### src/jqc_pkg.sv
// ----------------------------------------------------------------------------
// jqc_pkg
// Shared types and constants of the job queue with cancel by key.
// ----------------------------------------------------------------------------
package jqc_pkg;

  localparam int unsigned DefaultDepth = 128;

  typedef enum logic [1:0] {
    KIND_PUSH   = 2'd0,
    KIND_POP    = 2'd1,
    KIND_CANCEL = 2'd2,
    KIND_NONE   = 2'd3
  } kind_e;

  typedef enum logic [1:0] {
    ST_OK       = 2'd0,
    ST_FULL     = 2'd1,
    ST_EMPTY    = 2'd2,
    ST_NOTFOUND = 2'd3
  } status_e;

  // One classified command handed from the front end to the back end.
  typedef struct packed {
    kind_e       kind;
    logic [15:0] user_id;
    logic [15:0] page_count;
    logic [31:0] file_key;
  } cmd_t;

  typedef struct packed {
    status_e     status;
    logic [15:0] job_user;
    logic [15:0] job_pages;
    logic [31:0] job_file;
    logic [23:0] pages_waiting;
  } res_t;

endpackage

### src/jqc_front.sv
// ----------------------------------------------------------------------------
// jqc_front
// Command queue: takes words from the input port and holds them for the back end.
// ----------------------------------------------------------------------------
module jqc_front (
  input  logic          clk_i,
  input  logic          rst_ni,
  input  logic          push_i,
  output logic          full_o,
  input  jqc_pkg::cmd_t cmd_i,
  output logic          cmd_valid_o,
  input  logic          cmd_take_i,
  output jqc_pkg::cmd_t cmd_o
);
  import jqc_pkg::*;

  cmd_t       slot_q [2];
  logic       wr_q, rd_q;
  logic [1:0] cnt_q;
  logic       do_wr, do_rd;

  assign full_o      = (cnt_q == 2'd2);
  assign cmd_valid_o = (cnt_q != 2'd0);
  assign cmd_o       = slot_q[rd_q];
  assign do_wr       = push_i && !full_o;
  assign do_rd       = cmd_take_i && cmd_valid_o;

  always_ff @(posedge clk_i) begin
    if (do_wr) begin
      slot_q[wr_q] <= cmd_i;
    end
  end

  always_ff @(posedge clk_i or negedge rst_ni) begin
    if (!rst_ni) begin
      wr_q  <= 1'b0;
      rd_q  <= 1'b0;
      cnt_q <= 2'd0;
    end else begin
      if (do_wr) wr_q <= ~wr_q;
      if (do_rd) rd_q <= ~rd_q;
      cnt_q <= cnt_q + {1'b0, do_wr} - {1'b0, do_rd};
    end
  end

  assert property (@(posedge clk_i) disable iff (!rst_ni) cnt_q != 2'd3)
    else $error("command queue count out of range");
  assert property (@(posedge clk_i) disable iff (!rst_ni)
    (cnt_q == 2'd0) |=> (cnt_q != 2'd2))
    else $error("command queue grew by two in one cycle");
  assert property (@(posedge clk_i) disable iff (!rst_ni)
    do_rd && !do_wr |=> cnt_q == $past(cnt_q) - 2'd1)
    else $error("command queue count not decremented");

endmodule

### config.mk
export PLATFORM = sky130hd
export DESIGN_NAME = jqc_front
export DESIGN_NICKNAME = d
export VERILOG_FILES = /design/src/jqc_pkg.sv /design/src/jqc_front.sv
export SDC_FILE = /design/constraint.sdc
export NUM_CORES = 1
export LEC_CHECK = 0
export BUFFER_PORTS_ARGS = -buffer_cell sky130_fd_sc_hd__buf_2
export CAP_MARGIN = 20
export CORE_MARGIN = 3
export CORE_UTILIZATION = 24
export DETAILED_ROUTE_END_ITERATION = 6
export PLACE_DENSITY = 0.5
export SLEW_MARGIN = 20
export SYNTH_ARGS = -nofsm -noshare
export SYNTH_HDL_FRONTEND = slang
export SYNTH_SLANG_ARGS = --single-unit
### constraint.sdc
create_clock -name clk_i -period 12 [get_ports clk_i]
set_input_delay 1.8 -clock clk_i [delete_from_list [all_inputs] [get_ports clk_i]]
set_output_delay 1.8 -clock clk_i [all_outputs]
set_load 0.03 [all_outputs]
==> key figures <==
Outcome
  – Run status: finished, final reports clean

Timing
  – Hold_ws: 0.5142 ns
  – Final critical delay including setup and external delays: 3.937 ns
  – Unrepaired setup endpoints after global routing: no
  – Transition time at the pin with the least slew margin: 0.9745 ns
  – Max Clock Freq: 254.0 MHz
  – Final Hold Viols: 0
  – Worst slew margin: 0.3503
  – # setup viols final: 0
  – Clock Skews: 0.006813 ns
  – Final Cycle Share: 0.3281
  – Final number of max-transition violations: 0
  – Total Neg Setup Slack: 0 ns

Synth
  – Number of cells produced by synthesis: 223
  – EDFF count, synth: 132
  – Count of yosys warnings during synthesis: 0
  – Total standard cell area after synthesis: 5076 sq um
  – Proportion of synthesized flip-flops having asynchronous set or reset: 0.02941
  – Sequential area share after synthesis: 0.8006
  – Yosys reg bits: 136
  – Mean cell area of the mapped netlist: 22.76 sq um
  – Net count after synthesis: 295
  – Count of distinct cell types in the synthesized netlist: 17
  – Leading register cell type out of synthesis: edfxtp_1

Clocking
  – Root Buffer: clkbuf_16
  – Total of hold buffers inserted after clock tree synthesis: 0
  – Bufs on Longest Clock Path: 2
  – Depth of the CTS H-tree: 4
  – Source-to-sink clock delay at the later pin of the worst-skew pair: 0.40 ns
  – Clock transition at the registers of the reported paths: 0.06 ns
  – Number of sinks driven by the clock tree: 136
  – Number of clock buffers inserted by TritonCTS: 17
  – Buffer count from post-CTS setup fixing: 0
  – Number of gates given a new drive strength after cts: 0
  – Clock tree from TritonCTS: done

Critical path
  – Crit path arrival time: 2.14 ns
  – Highest fanout seen on the critical path: 45
  – Worst Path Class, Setup: reg2out
  – Cell at the slowest stage of the critical path: dfrtp_4
  – Cell breakdown of the critical path: buf_12 > mux2_2 > buf_2
  – Startpoint type of the worst setup path: flop
  – Data required time of the critical path: 10.20 ns
  – Element type at the critical path end: output port
  – Critical path's largest stage delay: 0.88 ns

Floorplanning
  – Floorplan die area: 22930 sq um
  – CORE AREA: 20490 sq um
  – Height of the die: 151.4 microns
  – Top-Level Pins: 138
  – Row cnt: 52
  – Die width: 151.4 microns
  – Starting density of the core: 0.2477

Layout
  – Core Util, Final: 0.3237
  – Flip-flop and latch area: 4068 sq um
  – Proportion of layout cells with a drive suffix above 1: 0.6078
  – Most common library cell in the layout ignoring fill and taps: buf_2
  – Final std cell area, no fill: 6634 sq um
  – Fillers: 2042
  – Highest-count cells in the layout ignoring fill and taps: buf_2, edfxtp_1, mux2_2
  – Area used by multi-input combinational logic: 960.9 sq um
  – Area Growth Syn to Fin: 30.69%
  – # diodes: 0
  – Total number of nets in the final design: 447

Global route
  – Wire length of the first global-routing pass: 14790 microns
  – Number of global-route vias before repair: 2831
  – Overall routing resource usage: 0.08647
  – Leftover overflow at the end of global routing: 0
  – Maximum number of pins on one net before global-route repair: 67
  – Antenna violations before repair: 0

Power and ir drop
  – Total power consumption of the routed design: 1800 uW
  – Worst IR drop on VDD: 0.1108 mV
  – Pleak: 0.002533 uW
  – PwrDens: 271.3 nW/um^2

Drt
  – Number of detailed-route iterations in the first pass: 4
  – Total wire length: 9697 microns
  – DRC viols: 0
  – Antenna Nets Post-Route: 0
  – Via density per instance: 3.863
  – Vias after detailed routing: 2530
  – Number of DRC markers in iteration 0: 84
  – Routed len/inst: 14.80 microns

Placement
  – Detailed-placement wirelength estimate: 6365 microns
  – Placed standard-cell area: 6095 sq um
  – Port-buffer cells: 137
  – Final weighted congestion of routability-driven global placement: 0.6473

Job
  – Reported max-cap violation count: 0

Worst hold path
  – Path category of the worst min-delay check: reg2reg
==> per-stage QoR <==
stage	cells	worst slack, ns
floorplan	223	6.858
global placement	625	8.345
detailed placement	626	8.396
CTS	655	7.933
global route	655	7.915
finish	655	8.063
==> final cells by class <==
type / instances / share of cell area
well taps: 270 / 0.05092
multi-input cells: 78 / 0.1449
repair buffers: 140 / 0.1086
clock inverters: 11 / 0.01660
clock buffers: 18 / 0.06469
inverters: 2 / 0.001132
flip-flops and latches: 136 / 0.6132
==> layer usage <==
| metal | track usage | wire length [microns] | up-vias |
|---|---|---|---|
| li1 | - | - | 1186 |
| met1 | 0.09681 | 3939 | 1250 |
| met2 | 0.1423 | 4911 | 86 |
| met3 | 0.03680 | 709 | 8 |
| met4 | 0.04080 | 136 | 0 |
| met5 | 0 | 0 | - |
==> path summary, 6_finish.rpt <==
kind	endpoint	slack [ns]	start	cells after the start
max	cmd_o[58]	8.06	rd_q$_DFFE_PN0P_	3
min	cnt_q[0]$_DFF_PN0_	0.51	cnt_q[0]$_DFF_PN0_	1
max reg2reg	slot_q[0][4]$_DFFE_PP_	10.05	cnt_q[1]$_DFF_PN0_	4
min reg2reg	cnt_q[0]$_DFF_PN0_	0.51	cnt_q[0]$_DFF_PN0_	1
max in group asynchronous	rd_q$_DFFE_PN0P_	10.68	rst_ni	1
min in group asynchronous	cnt_q[0]$_DFF_PN0_	1.19	rst_ni	1
==> Yosys cell counts, types with 2 or more instances <==
cell type	n	area share
inv_1	2	0.0015
xnor2_1	3	0.0052
dfrtp_1	4	0.020
ha_1	2	0.0049
mux2_4	30	0.089
edfxtp_1	132	0.78
mux2_2	36	0.080
buf_6	3	0.0067
buf_2	3	0.0030
==> where the power goes <==
part	total [uW]	internal [uW]	switching (uW)
registers	712	652	60.3
clock network	478	299	180
logic	609	233	376
==> worst max-delay path: cells and delay by family, from the launching register on <==
family / cells / cell delay, ns
DFF: 1 / 0.88
buffers and inverters: 2 / 0.47
muxes: 1 / 0.37
==> state kept, by name, summed over array words and instances, names as in the netlist <==
signal,cells
rd_q,1
wr_q,1
slot_q,132
cnt_q,2
==> kinds of logic (layout without fill, tap and decap cells) <==
kind of cell,count (synthesis),in the layout,synth area share
simple gates,6,6,0.006410
flops,136,136,0.8006
mux,66,66,0.1686
xor+xnor,4,4,0.006903
fa+ha+maj,2,2,0.004929
buf+inv,9,171,0.01257
Power figures use the tool's default switching activity.
